--- config.mk ---
export PLATFORM = sky130hd
export DESIGN_NAME = plucked_string_voice_synth_flat
export DESIGN_NICKNAME = d
export VERILOG_FILES = /design/src/rtl/core/pssv_pkg.sv /design/src/rtl/core/pssv_if.sv /design/src/rtl/core/plucked_string_voice_synth.sv /design/src/rtl/core/pssv_voice_ctl.sv /design/src/rtl/core/pssv_exc_mem.sv /design/src/rtl/core/pssv_voice_lane.sv /design/src/rtl/core/pssv_rsp_fifo.sv /design/src/flat_wrapper.sv
export SDC_FILE = /design/constraint.sdc
export NUM_CORES = 2
export LEC_CHECK = 0
export BUFFER_PORTS_ARGS = -buffer_cell sky130_fd_sc_hd__buf_2
export CAP_MARGIN = 0
export CORE_UTILIZATION = 55
export DETAILED_ROUTE_END_ITERATION = 16
export PLACE_DENSITY = 0.82
export SLEW_MARGIN = 20
export SYNTH_ARGS = -nofsm -noshare
export SYNTH_HDL_FRONTEND = slang
export SYNTH_HIERARCHICAL = 1
export SYNTH_SLANG_ARGS = --single-unit
--- constraint.sdc ---
create_clock -name clock -period 15.1 [get_ports clock]
set_input_delay 3.02 -clock clock [delete_from_list [all_inputs] [get_ports clock]]
set_output_delay 3.02 -clock clock [all_outputs]
set_load 0.02 [all_outputs]
--- src/rtl/core/pssv_pkg.sv ---
package pssv_pkg;

   // Defaults for the top-level parameters
   localparam int LINE_LENGTH_DEF = 30;
   localparam int VOICES_DEF      = 2;

   // Field widths
   localparam int OP_W       = 2;
   localparam int IDX_W      = 5;
   localparam int SAMPLE_W   = 16;
   localparam int DECAY_W    = 7;
   localparam int PERIOD_W   = 16;
   localparam int ENABLE_W   = 2;
   localparam int CSR_ADDR_W = 2;
   localparam int CSR_DATA_W = 16;

   // Decay arithmetic: |line| * decay, then divide by 100 through a reciprocal.
   // floor(n * ceil(2^29 / 100) / 2^29) equals n / 100 for every n below 6.1e6.
   localparam int MAG_W       = SAMPLE_W + DECAY_W;
   localparam int RECIP_W     = 23;
   localparam logic [RECIP_W-1:0] RECIP_MULT = 23'd5368710;
   localparam int RECIP_SHIFT = 29;
   localparam int QUO_W       = 17;

   // Response queue depth, a power of two
   localparam int RSP_DEPTH = 8;

   // Register reset values
   localparam logic [DECAY_W-1:0]  DECAY_RESET   = 7'd97;
   localparam logic [PERIOD_W-1:0] PERIOD0_RESET = 16'd24;
   localparam logic [PERIOD_W-1:0] PERIOD1_RESET = 16'd96;
   localparam logic [ENABLE_W-1:0] ENABLE_RESET  = 2'b11;

   // Saturation bounds
   localparam logic signed [SAMPLE_W-1:0] SAMPLE_MAX = 16'sh7FFF;
   localparam logic signed [SAMPLE_W-1:0] SAMPLE_MIN = 16'sh8000;

   typedef enum logic [OP_W-1:0] {
      OP_LOAD  = 2'd0,
      OP_PLUCK = 2'd1,
      OP_TICK  = 2'd2
   } op_type;

   typedef enum logic [CSR_ADDR_W-1:0] {
      CSR_DECAY   = 2'd0,
      CSR_PERIOD0 = 2'd1,
      CSR_PERIOD1 = 2'd2,
      CSR_ENABLE  = 2'd3
   } csr_addr_type;

   // What a voice would do on the next tick
   typedef struct packed {
      logic step;
      logic first;
   } voice_cmd_type;

   // Operation entering a voice lane on an accepted beat
   typedef struct packed {
      logic step;
      logic first;
      logic pluck;
   } lane_op_type;

   typedef struct packed {
      logic signed [SAMPLE_W-1:0] sample;
      logic                       clipped;
   } rsp_type;

endpackage

--- src/rtl/core/pssv_if.sv ---
interface pssv_req_if;
   logic                                 valid;
   logic                                 ready;
   logic [pssv_pkg::OP_W-1:0]            operation;
   logic [pssv_pkg::IDX_W-1:0]           entry_index;
   logic signed [pssv_pkg::SAMPLE_W-1:0] entry_value;

   modport source (output valid, operation, entry_index, entry_value, input ready);
   modport sink   (input valid, operation, entry_index, entry_value, output ready);
endinterface

interface pssv_rsp_if;
   logic                                 valid;
   logic                                 ready;
   logic signed [pssv_pkg::SAMPLE_W-1:0] sample;
   logic                                 clipped;

   modport source (output valid, sample, clipped, input ready);
   modport sink   (input valid, sample, clipped, output ready);
endinterface

interface pssv_csr_if;
   logic                              valid;
   logic                              ready;
   logic [pssv_pkg::CSR_ADDR_W-1:0]   addr;
   logic [pssv_pkg::CSR_DATA_W-1:0]   data;

   modport source (output valid, addr, data, input ready);
   modport sink   (input valid, addr, data, output ready);
endinterface

--- src/rtl/core/plucked_string_voice_synth.sv ---
// A tick beat's result passes lane stages 1 to 3 and the stage 4 sum before the queue offers it.
// Throughput: one beat per cycle; one state-memory read and write-back per voice per cycle.
// A beat waits only when a voice revisits a line entry whose write-back is still in
// flight (line length of two at a hold period of one), or the 8-entry response queue lacks
// room for the results in flight. Synchronous reset restores the registers (97, 24, 96, 3) and
// unplucked silent voices; excitation and delay line memories keep their contents.
module plucked_string_voice_synth #(
   parameter int LINE_LENGTH = pssv_pkg::LINE_LENGTH_DEF,
   parameter int VOICES      = pssv_pkg::VOICES_DEF
) (
   input logic        clock,
   input logic        reset,
   pssv_req_if.sink   req_chan,
   pssv_rsp_if.source rsp_chan,
   pssv_csr_if.sink   csr_chan
);
   import pssv_pkg::*;

   localparam int AddrW = $clog2(LINE_LENGTH);
   localparam int SumW  = SAMPLE_W + $clog2(VOICES) + 1;
   localparam int CntW  = $clog2(RSP_DEPTH) + 1;

   // Configuration registers
   logic [DECAY_W-1:0]  decay_ff;
   logic [PERIOD_W-1:0] period0_ff;
   logic [PERIOD_W-1:0] period1_ff;
   logic [ENABLE_W-1:0] enable_ff;

   logic accept, is_load, is_tick, is_pluck;
   logic load_ok;
   logic tick_s1_ff, tick_s2_ff, tick_s3_ff, tick_s4_ff;
   logic [CntW-1:0] fifo_count;
   logic [CntW-1:0] pending;
   logic [VOICES-1:0] hazard;

   logic [PERIOD_W-1:0]        period [VOICES];
   voice_cmd_type              cmd [VOICES];
   lane_op_type                lane_op [VOICES];
   logic [AddrW-1:0]           addr [VOICES];
   logic signed [SAMPLE_W-1:0] exc_data [VOICES];
   logic signed [SAMPLE_W-1:0] held [VOICES];

   logic signed [SumW-1:0] sum_in;
   rsp_type                push_data;

   // Write configuration; the port never stalls
   assign csr_chan.ready = 1'b1;

   always_ff @(posedge clock) begin
      if (reset) begin
         decay_ff   <= DECAY_RESET;
         period0_ff <= PERIOD0_RESET;
         period1_ff <= PERIOD1_RESET;
         enable_ff  <= ENABLE_RESET;
      end else if (csr_chan.valid) begin
         unique case (csr_addr_type'(csr_chan.addr))
            CSR_DECAY:   decay_ff   <= csr_chan.data[DECAY_W-1:0];
            CSR_PERIOD0: period0_ff <= csr_chan.data[PERIOD_W-1:0];
            CSR_PERIOD1: period1_ff <= csr_chan.data[PERIOD_W-1:0];
            CSR_ENABLE:  enable_ff  <= csr_chan.data[ENABLE_W-1:0];
         endcase
      end
   end

   // Take a beat when the queue has room for every result in flight and no lane holds a hazard
   always_comb begin
      pending = fifo_count + CntW'(tick_s1_ff) + CntW'(tick_s2_ff) + CntW'(tick_s3_ff) +
                CntW'(tick_s4_ff);
      req_chan.ready = (pending < CntW'(RSP_DEPTH)) && (hazard == '0);
      accept   = req_chan.valid && req_chan.ready;
      is_load  = req_chan.operation == OP_LOAD;
      is_pluck = req_chan.operation == OP_PLUCK;
      is_tick  = req_chan.operation == OP_TICK;
      load_ok  = 32'(req_chan.entry_index) < LINE_LENGTH;
      for (int v = 0; v < VOICES; v++) begin
         period[v]        = (v == 0) ? period0_ff : period1_ff;
         lane_op[v].step  = accept && is_tick && cmd[v].step;
         lane_op[v].first = cmd[v].first;
         lane_op[v].pluck = accept && is_pluck;
      end
   end

   pssv_voice_ctl #(
      .LINE_LENGTH (LINE_LENGTH),
      .VOICES      (VOICES)
   ) u_voice_ctl (
      .clock        (clock),
      .reset        (reset),
      .tick_accept  (accept && is_tick),
      .pluck_accept (accept && is_pluck),
      .period       (period),
      .cmd          (cmd),
      .addr         (addr)
   );

   pssv_exc_mem #(
      .LINE_LENGTH (LINE_LENGTH),
      .VOICES      (VOICES)
   ) u_exc_mem (
      .clock   (clock),
      .wr_en   (accept && is_load && load_ok),
      .wr_addr (AddrW'(req_chan.entry_index)),
      .wr_data (req_chan.entry_value),
      .rd_en   (accept),
      .rd_addr (addr),
      .rd_data (exc_data)
   );

   for (genvar v = 0; v < VOICES; v++) begin : g_lane
      pssv_voice_lane #(
         .LINE_LENGTH (LINE_LENGTH)
      ) u_lane (
         .clock      (clock),
         .reset      (reset),
         .op_in      (lane_op[v]),
         .cmd_in     (cmd[v]),
         .addr_in    (addr[v]),
         .exc_data   (exc_data[v]),
         .decay      (decay_ff),
         .hazard     (hazard[v]),
         .held_value (held[v])
      );
   end

   // Track which stages carry a tick
   always_ff @(posedge clock) begin
      if (reset) begin
         tick_s1_ff <= 1'b0;
         tick_s2_ff <= 1'b0;
         tick_s3_ff <= 1'b0;
         tick_s4_ff <= 1'b0;
      end else begin
         tick_s1_ff <= accept && is_tick;
         tick_s2_ff <= tick_s1_ff;
         tick_s3_ff <= tick_s2_ff;
         tick_s4_ff <= tick_s3_ff;
      end
   end

   // Stage 4: sum the enabled voices and saturate
   always_comb begin
      sum_in = '0;
      for (int v = 0; v < VOICES; v++) begin
         if (enable_ff[v]) begin
            sum_in = sum_in + SumW'(held[v]);
         end
      end
      push_data.clipped = (sum_in > SumW'(SAMPLE_MAX)) || (sum_in < SumW'(SAMPLE_MIN));
      if (sum_in > SumW'(SAMPLE_MAX)) begin
         push_data.sample = SAMPLE_MAX;
      end else if (sum_in < SumW'(SAMPLE_MIN)) begin
         push_data.sample = SAMPLE_MIN;
      end else begin
         push_data.sample = SAMPLE_W'(sum_in);
      end
   end

   pssv_rsp_fifo u_rsp_fifo (
      .clock     (clock),
      .reset     (reset),
      .push      (tick_s4_ff),
      .push_data (push_data),
      .rsp_chan  (rsp_chan),
      .count     (fifo_count)
   );

   // Results in flight plus queued never exceed the queue
   a_credit: assert property (@(posedge clock) disable iff (reset)
      pending <= CntW'(RSP_DEPTH))
      else $error("more results in flight than queue entries");

endmodule

--- src/rtl/core/pssv_voice_ctl.sv ---
module pssv_voice_ctl #(
   parameter int LINE_LENGTH = pssv_pkg::LINE_LENGTH_DEF,
   parameter int VOICES      = pssv_pkg::VOICES_DEF,
   localparam int AddrW      = $clog2(LINE_LENGTH)
) (
   input  logic                          clock,
   input  logic                          reset,
   input  logic                          tick_accept,
   input  logic                          pluck_accept,
   input  logic [pssv_pkg::PERIOD_W-1:0] period [VOICES],
   output pssv_pkg::voice_cmd_type       cmd [VOICES],
   output logic [AddrW-1:0]              addr [VOICES]
);
   import pssv_pkg::*;

   localparam int PosW = AddrW + 1;

   logic [AddrW-1:0]    pos_ff [VOICES];
   logic [AddrW-1:0]    pos_in [VOICES];
   logic [PERIOD_W-1:0] count_ff [VOICES];
   logic [PERIOD_W-1:0] count_in [VOICES];
   logic [VOICES-1:0]   first_ff;
   logic [VOICES-1:0]   first_in;
   logic                plucked_ff;
   logic                plucked_in;

   logic [PERIOD_W-1:0] per_eff [VOICES];
   logic [PERIOD_W-1:0] hc [VOICES];
   logic [PosW-1:0]     pos_inc [VOICES];
   logic [PERIOD_W:0]   cnt_inc [VOICES];
   logic [VOICES-1:0]   wrap;

   // Decide each voice's step; advance its position and hold counter on a tick, restart on a pluck
   always_comb begin
      plucked_in = plucked_ff | pluck_accept;
      for (int v = 0; v < VOICES; v++) begin
         per_eff[v] = (period[v] == '0) ? PERIOD_W'(1) : period[v];
         hc[v]      = (count_ff[v] >= per_eff[v]) ? '0 : count_ff[v];
         pos_inc[v] = {1'b0, pos_ff[v]} + PosW'(1);
         wrap[v]    = pos_inc[v] >= PosW'(LINE_LENGTH);
         cnt_inc[v] = {1'b0, hc[v]} + (PERIOD_W + 1)'(1);

         cmd[v].step  = plucked_ff && (hc[v] == '0);
         cmd[v].first = first_ff[v];
         addr[v]      = pos_ff[v];

         pos_in[v]   = pos_ff[v];
         count_in[v] = count_ff[v];
         first_in[v] = first_ff[v];
         if (pluck_accept) begin
            pos_in[v]   = '0;
            count_in[v] = '0;
            first_in[v] = 1'b1;
         end else if (tick_accept && plucked_ff) begin
            if (hc[v] == '0) begin
               pos_in[v] = wrap[v] ? '0 : pos_inc[v][AddrW-1:0];
               if (wrap[v]) begin
                  first_in[v] = 1'b0;
               end
            end
            count_in[v] = (cnt_inc[v] >= {1'b0, per_eff[v]}) ? '0 : cnt_inc[v][PERIOD_W-1:0];
         end
      end
   end

   always_ff @(posedge clock) begin
      if (reset) begin
         plucked_ff <= 1'b0;
         first_ff   <= '1;
         for (int v = 0; v < VOICES; v++) begin
            pos_ff[v]   <= '0;
            count_ff[v] <= '0;
         end
      end else begin
         plucked_ff <= plucked_in;
         first_ff   <= first_in;
         for (int v = 0; v < VOICES; v++) begin
            pos_ff[v]   <= pos_in[v];
            count_ff[v] <= count_in[v];
         end
      end
   end

   // A pluck leaves every voice armed at the start of its first pass
   a_pluck_restart: assert property (@(posedge clock) disable iff (reset)
      pluck_accept |=> (plucked_ff && (first_ff == '1)))
      else $error("voices not restarted after pluck");

   for (genvar v = 0; v < VOICES; v++) begin : g_chk
      a_pos_range: assert property (@(posedge clock) disable iff (reset)
         {1'b0, pos_ff[v]} < PosW'(LINE_LENGTH))
         else $error("line position out of range");
   end

endmodule

--- src/rtl/core/pssv_exc_mem.sv ---
module pssv_exc_mem #(
   parameter int LINE_LENGTH = pssv_pkg::LINE_LENGTH_DEF,
   parameter int VOICES      = pssv_pkg::VOICES_DEF,
   localparam int AddrW      = $clog2(LINE_LENGTH)
) (
   input  logic                                 clock,
   input  logic                                 wr_en,
   input  logic [AddrW-1:0]                     wr_addr,
   input  logic signed [pssv_pkg::SAMPLE_W-1:0] wr_data,
   input  logic                                 rd_en,
   input  logic [AddrW-1:0]                     rd_addr [VOICES],
   output logic signed [pssv_pkg::SAMPLE_W-1:0] rd_data [VOICES]
);
   import pssv_pkg::*;

   logic signed [SAMPLE_W-1:0] exc_mem [LINE_LENGTH];
   logic signed [SAMPLE_W-1:0] rd_data_ff [VOICES];

   // One write port, one read port per voice, registered read data
   always_ff @(posedge clock) begin
      if (wr_en) begin
         exc_mem[wr_addr] <= wr_data;
      end
      if (rd_en) begin
         for (int v = 0; v < VOICES; v++) begin
            rd_data_ff[v] <= exc_mem[rd_addr[v]];
         end
      end
   end

   assign rd_data = rd_data_ff;

endmodule

--- src/rtl/core/pssv_voice_lane.sv ---
module pssv_voice_lane #(
   parameter int LINE_LENGTH = pssv_pkg::LINE_LENGTH_DEF,
   localparam int AddrW      = $clog2(LINE_LENGTH)
) (
   input  logic                                 clock,
   input  logic                                 reset,
   input  pssv_pkg::lane_op_type                op_in,
   input  pssv_pkg::voice_cmd_type              cmd_in,
   input  logic [AddrW-1:0]                     addr_in,
   input  logic signed [pssv_pkg::SAMPLE_W-1:0] exc_data,
   input  logic [pssv_pkg::DECAY_W-1:0]         decay,
   output logic                                 hazard,
   output logic signed [pssv_pkg::SAMPLE_W-1:0] held_value
);
   import pssv_pkg::*;

   localparam int RecipProdW = MAG_W + RECIP_W;

   logic signed [SAMPLE_W-1:0] line_mem [LINE_LENGTH];
   logic signed [SAMPLE_W-1:0] rdata_ff;

   lane_op_type                s1_op_ff, s2_op_ff, s3_op_ff;
   logic [AddrW-1:0]           s1_addr_ff, s2_addr_ff, s3_addr_ff;
   logic signed [SAMPLE_W-1:0] s2_exc_ff, s3_exc_ff;
   logic [MAG_W-1:0]           s2_mag_ff, s2_mag_in;
   logic                       s2_neg_ff, s2_neg_in, s3_neg_ff;
   logic [QUO_W-1:0]           s3_quo_ff, s3_quo_in;
   logic                       wb_valid_ff;
   logic [AddrW-1:0]           wb_addr_ff;
   logic signed [SAMPLE_W-1:0] wb_data_ff, wb_data_in;
   logic signed [SAMPLE_W-1:0] held_ff, held_in;

   logic signed [SAMPLE_W-1:0] line_val;
   logic [SAMPLE_W-1:0]        line_abs;
   logic [RecipProdW-1:0]      recip_prod;
   logic signed [SAMPLE_W-1:0] decayed;

   // Hold the beat while an older step to the same entry has not reached write-back
   assign hazard = cmd_in.step && !cmd_in.first &&
                   ((s1_op_ff.step && (s1_addr_ff == addr_in)) ||
                    (s2_op_ff.step && (s2_addr_ff == addr_in)));

   // Stage 1: take the entry, bypassing the write that landed on the read edge, and scale by decay
   always_comb begin
      line_val  = (wb_valid_ff && (wb_addr_ff == s1_addr_ff)) ? wb_data_ff : rdata_ff;
      line_abs  = line_val[SAMPLE_W-1] ? SAMPLE_W'(-line_val) : SAMPLE_W'(line_val);
      s2_neg_in = line_val[SAMPLE_W-1];
      s2_mag_in = MAG_W'(line_abs) * MAG_W'(decay);
   end

   // Stage 2: divide the magnitude by 100
   always_comb begin
      recip_prod = RecipProdW'(s2_mag_ff) * RecipProdW'(RECIP_MULT);
      s3_quo_in  = recip_prod[RECIP_SHIFT +: QUO_W];
   end

   // Stage 3: restore sign, saturate, pick the value to write back and the held value
   always_comb begin
      if (s3_neg_ff) begin
         decayed = (s3_quo_ff > QUO_W'({1'b0, SAMPLE_MIN})) ? SAMPLE_MIN
                                                            : SAMPLE_W'(-s3_quo_ff);
      end else begin
         decayed = (s3_quo_ff > QUO_W'(SAMPLE_MAX)) ? SAMPLE_MAX : SAMPLE_W'(s3_quo_ff);
      end
      wb_data_in = s3_op_ff.first ? s3_exc_ff : decayed;

      priority if (s3_op_ff.pluck) begin
         held_in = '0;
      end else if (s3_op_ff.step) begin
         held_in = s3_op_ff.first ? '0 : decayed;
      end else begin
         held_in = held_ff;
      end
   end

   // Delay line memory: read on an accepted stepping tick, write back from stage 3
   always_ff @(posedge clock) begin
      if (s3_op_ff.step) begin
         line_mem[s3_addr_ff] <= wb_data_in;
      end
      if (op_in.step) begin
         rdata_ff <= line_mem[addr_in];
      end
   end

   // Advance control through the stages
   always_ff @(posedge clock) begin
      if (reset) begin
         s1_op_ff    <= '0;
         s2_op_ff    <= '0;
         s3_op_ff    <= '0;
         wb_valid_ff <= 1'b0;
         held_ff     <= '0;
      end else begin
         s1_op_ff    <= op_in;
         s2_op_ff    <= s1_op_ff;
         s3_op_ff    <= s2_op_ff;
         wb_valid_ff <= s3_op_ff.step;
         held_ff     <= held_in;
      end
   end

   // Advance payload through the stages
   always_ff @(posedge clock) begin
      s1_addr_ff <= addr_in;
      s2_addr_ff <= s1_addr_ff;
      s3_addr_ff <= s2_addr_ff;
      s2_exc_ff  <= exc_data;
      s3_exc_ff  <= s2_exc_ff;
      s2_mag_ff  <= s2_mag_in;
      s2_neg_ff  <= s2_neg_in;
      s3_neg_ff  <= s2_neg_ff;
      s3_quo_ff  <= s3_quo_in;
      wb_addr_ff <= s3_addr_ff;
      wb_data_ff <= wb_data_in;
   end

   assign held_value = held_ff;

   // A decaying read never overlaps a pending write to the same entry
   a_no_overlap: assert property (@(posedge clock) disable iff (reset)
      (s1_op_ff.step && !s1_op_ff.first) |->
         !((s2_op_ff.step && (s2_addr_ff == s1_addr_ff)) ||
           (s3_op_ff.step && (s3_addr_ff == s1_addr_ff))))
      else $error("line read overlaps a pending write");

endmodule

--- src/rtl/core/pssv_rsp_fifo.sv ---
module pssv_rsp_fifo (
   input  logic                                   clock,
   input  logic                                   reset,
   input  logic                                   push,
   input  pssv_pkg::rsp_type                      push_data,
   pssv_rsp_if.source                             rsp_chan,
   output logic [$clog2(pssv_pkg::RSP_DEPTH):0]   count
);
   import pssv_pkg::*;

   localparam int PtrW = $clog2(RSP_DEPTH);

   rsp_type         queue_ff [RSP_DEPTH];
   logic [PtrW-1:0] wr_ptr_ff, wr_ptr_in;
   logic [PtrW-1:0] rd_ptr_ff, rd_ptr_in;
   logic [PtrW:0]   count_ff, count_in;
   logic            pop;

   // Show the oldest result and drop it when the beat is taken
   always_comb begin
      rsp_chan.valid   = count_ff != '0;
      rsp_chan.sample  = queue_ff[rd_ptr_ff].sample;
      rsp_chan.clipped = queue_ff[rd_ptr_ff].clipped;
      pop       = rsp_chan.valid && rsp_chan.ready;
      wr_ptr_in = push ? wr_ptr_ff + PtrW'(1) : wr_ptr_ff;
      rd_ptr_in = pop ? rd_ptr_ff + PtrW'(1) : rd_ptr_ff;
      count_in  = count_ff + (PtrW + 1)'(push) - (PtrW + 1)'(pop);
   end

   always_ff @(posedge clock) begin
      if (reset) begin
         wr_ptr_ff <= '0;
         rd_ptr_ff <= '0;
         count_ff  <= '0;
      end else begin
         wr_ptr_ff <= wr_ptr_in;
         rd_ptr_ff <= rd_ptr_in;
         count_ff  <= count_in;
      end
   end

   always_ff @(posedge clock) begin
      if (push) begin
         queue_ff[wr_ptr_ff] <= push_data;
      end
   end

   assign count = count_ff;

   a_no_overflow: assert property (@(posedge clock) disable iff (reset)
      push |-> (count_ff < (PtrW + 1)'(RSP_DEPTH) || pop))
      else $error("response queue overflow");

endmodule

--- src/flat_wrapper.sv ---
// flat-port wrapper written by rule: the top's interface ports become plain ports
module plucked_string_voice_synth_flat import pssv_pkg::*;
#(
   parameter int LINE_LENGTH = pssv_pkg::LINE_LENGTH_DEF,
   parameter int VOICES      = pssv_pkg::VOICES_DEF
)
  (clock, reset, req_chan_valid, req_chan_operation, req_chan_entry_index, req_chan_entry_value, req_chan_ready, rsp_chan_valid, rsp_chan_sample, rsp_chan_clipped, rsp_chan_ready, csr_chan_valid, csr_chan_addr, csr_chan_data, csr_chan_ready);
  pssv_req_if req_chan_i ();
  pssv_rsp_if rsp_chan_i ();
  pssv_csr_if csr_chan_i ();
  input logic clock;
  input logic reset;
  input wire logic [$bits(req_chan_i.valid)-1:0] req_chan_valid;
  input wire logic [$bits(req_chan_i.operation)-1:0] req_chan_operation;
  input wire logic [$bits(req_chan_i.entry_index)-1:0] req_chan_entry_index;
  input wire logic [$bits(req_chan_i.entry_value)-1:0] req_chan_entry_value;
  output wire logic [$bits(req_chan_i.ready)-1:0] req_chan_ready;
  output wire logic [$bits(rsp_chan_i.valid)-1:0] rsp_chan_valid;
  output wire logic [$bits(rsp_chan_i.sample)-1:0] rsp_chan_sample;
  output wire logic [$bits(rsp_chan_i.clipped)-1:0] rsp_chan_clipped;
  input wire logic [$bits(rsp_chan_i.ready)-1:0] rsp_chan_ready;
  input wire logic [$bits(csr_chan_i.valid)-1:0] csr_chan_valid;
  input wire logic [$bits(csr_chan_i.addr)-1:0] csr_chan_addr;
  input wire logic [$bits(csr_chan_i.data)-1:0] csr_chan_data;
  output wire logic [$bits(csr_chan_i.ready)-1:0] csr_chan_ready;
  assign req_chan_i.valid = req_chan_valid;
  assign req_chan_i.operation = req_chan_operation;
  assign req_chan_i.entry_index = req_chan_entry_index;
  assign req_chan_i.entry_value = req_chan_entry_value;
  assign req_chan_ready = req_chan_i.ready;
  assign rsp_chan_valid = rsp_chan_i.valid;
  assign rsp_chan_sample = rsp_chan_i.sample;
  assign rsp_chan_clipped = rsp_chan_i.clipped;
  assign rsp_chan_i.ready = rsp_chan_ready;
  assign csr_chan_i.valid = csr_chan_valid;
  assign csr_chan_i.addr = csr_chan_addr;
  assign csr_chan_i.data = csr_chan_data;
  assign csr_chan_ready = csr_chan_i.ready;
  plucked_string_voice_synth #(.LINE_LENGTH(LINE_LENGTH), .VOICES(VOICES)) u_core (.clock(clock), .reset(reset), .req_chan(req_chan_i), .rsp_chan(rsp_chan_i), .csr_chan(csr_chan_i));
endmodule
==> results.md <==
- The remaining antenna violation count is 0.
- Setup violations remaining at the end of the flow were counted as 0.
- For this run, the post-layout net count is 8555.
- The CTS H-tree depth is 4.
- The worst setup path startpoint is u_core/period1_ff[8].
- The compound-gate portion of the synthesized area is under 10%.
- The maximum clock rate is about 110 MHz.
- The die width is 444 µm.
- The sum of overflow across all layers after global routing is 0.
- Counting instances, the worst hold path has a depth of 0.
- After clock tree synthesis, the flow added hold-fix buffers numbering 0.
- The first global-routing pass estimated 421 mm of wire.
- The die height is 444 µm.
- The number of detailed-route iterations in the first pass is 6.
- Once layout is complete, the cells apart from fillers number approximately 10000.
- The area share of the largest cell type after synthesis is 45.9%.
- The placer congestion estimate is 0.951.
- The adder-cell share of the synthesized area is 17.5%.
- The worst clock skew on the final layout is a little under 0.09 ns.
- The maximum buffer depth of the clock tree is 3.
- The startpoint identified for the worst hold timing path is u_core/g_lane[1].u_lane/s2_exc_ff[15].
- The count of routing violations after the opening detailed-route iteration is 7713.
- In this run the tightest slew margin relative to its limit is 15.6%.
- The initial antenna violation count is 13.
- For hold timing, the worst endpoint is u_core/g_lane[1].u_lane/s3_exc_ff[15].
- The endpoint identified for the worst register-to-register timing path is u_core/u_exc_mem/exc_mem[4][0].
- The total nets after synthesis is 8434.
- STA classifies the critical path endpoint as a primary output.
- The final route contains between 60000 and 70000 vias.
- Of the synthesized area, sequential elements account for 52.9%.
- The worst hold path belongs to the class reg -> reg.
- For the worst-skew pair, the clock arrives at the later sink with an insertion delay of 0.88 ns.
- The flow ran to the end, and the final reports show no timing, DRC or antenna violations.
- The distinct cell type count after synthesis is between 100 and 150.
- The core region area is just under 200000 µm².
- After clock tree synthesis, the clock-pin slew on the worst setup and hold paths is 0.06 ns.
- The via count of the first global-routing pass is 67440.
- In the synthesized netlist the dominant register cell turns out to be sky130_fd_sc_hd__edfxtp_1.
- The initial core utilization is 55.5%.
- The slack of the worst reg-to-reg path is 6.99 ns.
- The number of gates resized after CTS was 0.
- After detailed routing, the number of vias per cell comes to 6.49.
- The die covers 197000 µm².
- Dividing the synthesized area by the synthesized cell count gives 14.9 µm².
- The pin slew with the least headroom to its limit is approximately 1.3 ns.
- The mux contribution to synthesized area is a little over an eighth.
- The final critical-path share of the clock period is 57.7%.
- The largest family of logic cells by synthesized area is adder cells.
- The dominant cell type by area after synthesis is sky130_fd_sc_hd__edfxtp_1.
- Max-cap violations in this run came to 0.
- The largest net degree at the start of global routing is 152.
- The post-synthesis share of cell area spent on and, or, nand and nor gates is 6.37%.
- The number of setup buffers added after CTS is 0.
- In this run the worst path has a maximum fanout of 15.
- The wire-length estimate of the detail-placed layout is 186 mm.
- The fraction of final layout cells sized beyond drive strength 1 is 16.4%.
- The critical path is of the reg -> out type.
- The critical path launch point type is a register.
- In this run the clock root is driven by a sky130_fd_sc_hd__clkbuf_16.
- The total negative setup slack is 0 ns.
- The fraction of registers with async set or reset after synthesis is 0%.
- OpenSTA, run right after detailed placement, puts the worst setup slack at 7.25 ns.
- TritonCTS built the clock tree.
- The Yosys warning count is 6.
- The TritonCTS buffer count is 190.
- After layout, the worst setup slack is roughly 6.4 ns.
- Yosys attributes the largest share of cell area to sky130_fd_sc_hd__edfxtp_1 46%, sky130_fd_sc_hd__mux4_2 10%, sky130_fd_sc_hd__fa_1 9.7%.
- The hold violation count in the final report is 0.
- The required time of the critical path is 12.08 ns.
- Compared with the post-synthesis result, the final layout area differs by 9.15%.
- Including well taps, the total number of placed cells is 9657.
- Input and output buffers added on the ports amount to 64.
- The minimum clock period is 8.71 ns.
- Synthesis produced 7203 cells.
- The number of I/O pins is 66.
- The final routed DRC violation total is 0.
- Counting flops with a built-in enable in the synthesized netlist gives between 1500 and 2000.
- The total count of max-transition violations in the final report is 0.
- The number of cells on the worst reg-to-reg path is 20.
- After detailed routing, the average wire length per cell comes to approximately 28 µm.
- After filler insertion, the fill cell instance count of the layout stands at 13276.
- At the worst endpoint, the arrival time is 5.69 ns.
- After routing the design area is roughly 120000 µm².
- In this run the core area contains 161 standard-cell rows.
- The cell area that synthesis handed to floorplanning was around 110000 µm².
- In this run the cell area measured after placement is 111000 µm².
- The count of state elements after synthesis is 2015.
- Global routing consumed, over all layers together, 28.5% of the routing resources.
- The aggregate routed wire length is 280 mm.
- Clock tree synthesis found a total of 2015 sinks.
- The reg-to-reg startpoint is u_core/period1_ff[8].
- The area share of xor/xnor cells in the synthesized design is 1.44%.
- Setup repair after global routing left no endpoint under its margin.
==> logic make-up (layout without fill, tap and decap cells) <==
family / count (synthesis) / after routing
muxes: 776 / 776
and+or+nand+nor: 1351 / 1351
xor gates and xnor gates: 174 / 174
buffers and inverters: 897 / 1183
adders and majority gates: 1186 / 1186
DFF: 2015 / 2015
other: 1 / 8
AOI/OAI and AO/OA: 803 / 803
==> synthesized netlist by cell type (all sizes together), types with 107 or more instances <==
cell and n:
a21oi 259, and2 178, buf 118, clkbuf 136, dfxtp 375, edfxtp 1640
fa 517, ha 668, inv 642, mux2 128, mux2i 146, mux4 502
nand2 344, nand3 107, nor2 314, o21ai 127
==> layout make-up <==
cell class / instances / area (µm²) / share of cell area (%)
Timing Repair Buffer: 183 / 1250 / 1.07
Sequential cell: 2015 / 56800 / 48.5
Inverter: 643 / 2410 / 2.06
Clock buffer: 238 / 5000 / 4.27
Multi-Input combinational cell: 4291 / 47000 / 40.2
Tap cell: 2526 / 3160 / 2.70
Clock inverter: 119 / 1410 / 1.21
Antenna cell: 7 / 17.5 / 0.0150
==> placed cells by master, fill, tap and decap left out, types with 33 or more instances in the layout <==
master / n
sky130_fd_sc_hd__a21o_1: 46
sky130_fd_sc_hd__a21oi_1: 251
sky130_fd_sc_hd__a22oi_1: 45
sky130_fd_sc_hd__and2_1: 176
sky130_fd_sc_hd__buf_2: 63
sky130_fd_sc_hd__buf_4: 117
sky130_fd_sc_hd__clkbuf_1: 43
sky130_fd_sc_hd__clkbuf_16: 191
sky130_fd_sc_hd__clkinv_1: 33
sky130_fd_sc_hd__dfxtp_1: 360
sky130_fd_sc_hd__edfxtp_1: 1640
sky130_fd_sc_hd__fa_1: 517
sky130_fd_sc_hd__ha_1: 668
sky130_fd_sc_hd__inv_1: 641
sky130_fd_sc_hd__mux2_2: 127
sky130_fd_sc_hd__mux2i_1: 144
sky130_fd_sc_hd__mux4_2: 478
sky130_fd_sc_hd__nand2_1: 339
sky130_fd_sc_hd__nand2b_1: 40
sky130_fd_sc_hd__nand3_1: 105
sky130_fd_sc_hd__nand4_1: 51
sky130_fd_sc_hd__nor2_1: 278
sky130_fd_sc_hd__nor2b_1: 85
sky130_fd_sc_hd__nor3_1: 47
sky130_fd_sc_hd__nor4_1: 41
sky130_fd_sc_hd__o21ai_0: 115
sky130_fd_sc_hd__o22ai_1: 63
sky130_fd_sc_hd__xnor2_1: 98
sky130_fd_sc_hd__xor2_1: 73
==> critical path, cell delays in order, from the launching register on <==
cell and delay (ns):
sky130_fd_sc_hd__dfxtp_1 0.33, sky130_fd_sc_hd__nor4_1 0.34, sky130_fd_sc_hd__a41o_1 0.27, sky130_fd_sc_hd__ha_1 0.24, sky130_fd_sc_hd__nand2b_1 0.14, sky130_fd_sc_hd__a2111o_1 0.40, sky130_fd_sc_hd__o2111ai_1 0.13, sky130_fd_sc_hd__nand3_1 0.45
sky130_fd_sc_hd__inv_1 0.36, sky130_fd_sc_hd__and2_1 0.20, sky130_fd_sc_hd__inv_1 0.05, sky130_fd_sc_hd__ha_1 0.20, sky130_fd_sc_hd__nand2_1 0.06, sky130_fd_sc_hd__a21oi_1 0.09, sky130_fd_sc_hd__nor3b_1 0.25, sky130_fd_sc_hd__nor3_1 1.02
sky130_fd_sc_hd__buf_2 0.33
==> per-stage QoR <==
stage | utilization, % | hold WS (ns)
2_1_floorplan | - | 0.310
3_3_place_gp | 57.2 | 0.312
3_5_place_dp | 57.2 | 0.312
4_1_cts | 60.5 | 0.327
5_1_grt | 60.6 | 0.334
6_report | 60.6 | 0.327
==> routing by layer <==
layer	part of all wire, %	GRT usage (%)	vias to the layer above
met3	10	6.15	926
met2	48	47.1	4100
met5	0.037	0	-
met4	5.1	13.0	8
met1	36	36.3	32874
li1	-	-	27155
==> registers in the layout, summed over array words and instances, names as in the netlist, 16 cells and up, named ones only <==
name,cells
u_core/g_lane.u_lane/held_value,32
u_core/g_lane.u_lane/line_mem,960
u_core/g_lane.u_lane/rdata_ff,32
u_core/g_lane.u_lane/s2_exc_ff,32
u_core/g_lane.u_lane/s2_mag_ff,46
u_core/g_lane.u_lane/s3_exc_ff,32
u_core/g_lane.u_lane/s3_quo_ff,34
u_core/g_lane.u_lane/wb_data_ff,32
u_core/period0_ff,16
u_core/period1_ff,16
u_core/u_exc_mem/exc_mem,480
u_core/u_exc_mem/rd_data,32
u_core/u_rsp_fifo/queue_ff,136
u_core/u_voice_ctl/count_ff,32
==> worst max path at each step <==
stage,slack (ns),end,cells past startpoint
CTS,6.45,req_chan_ready,16
global placement,7.43,req_chan_ready,16
global route,6.17,req_chan_ready,16
floorplan,8.31,u_core/g_lane[1].u_lane/s2_mag_ff[22],27
finish,6.39,req_chan_ready,16
detailed placement,7.25,u_core/g_lane[1].u_lane/s2_mag_ff[22],25
Power is left out: the tool's default activity adds up to more than one toggle a clock period on the data nets, which glitch-free logic cannot reach.
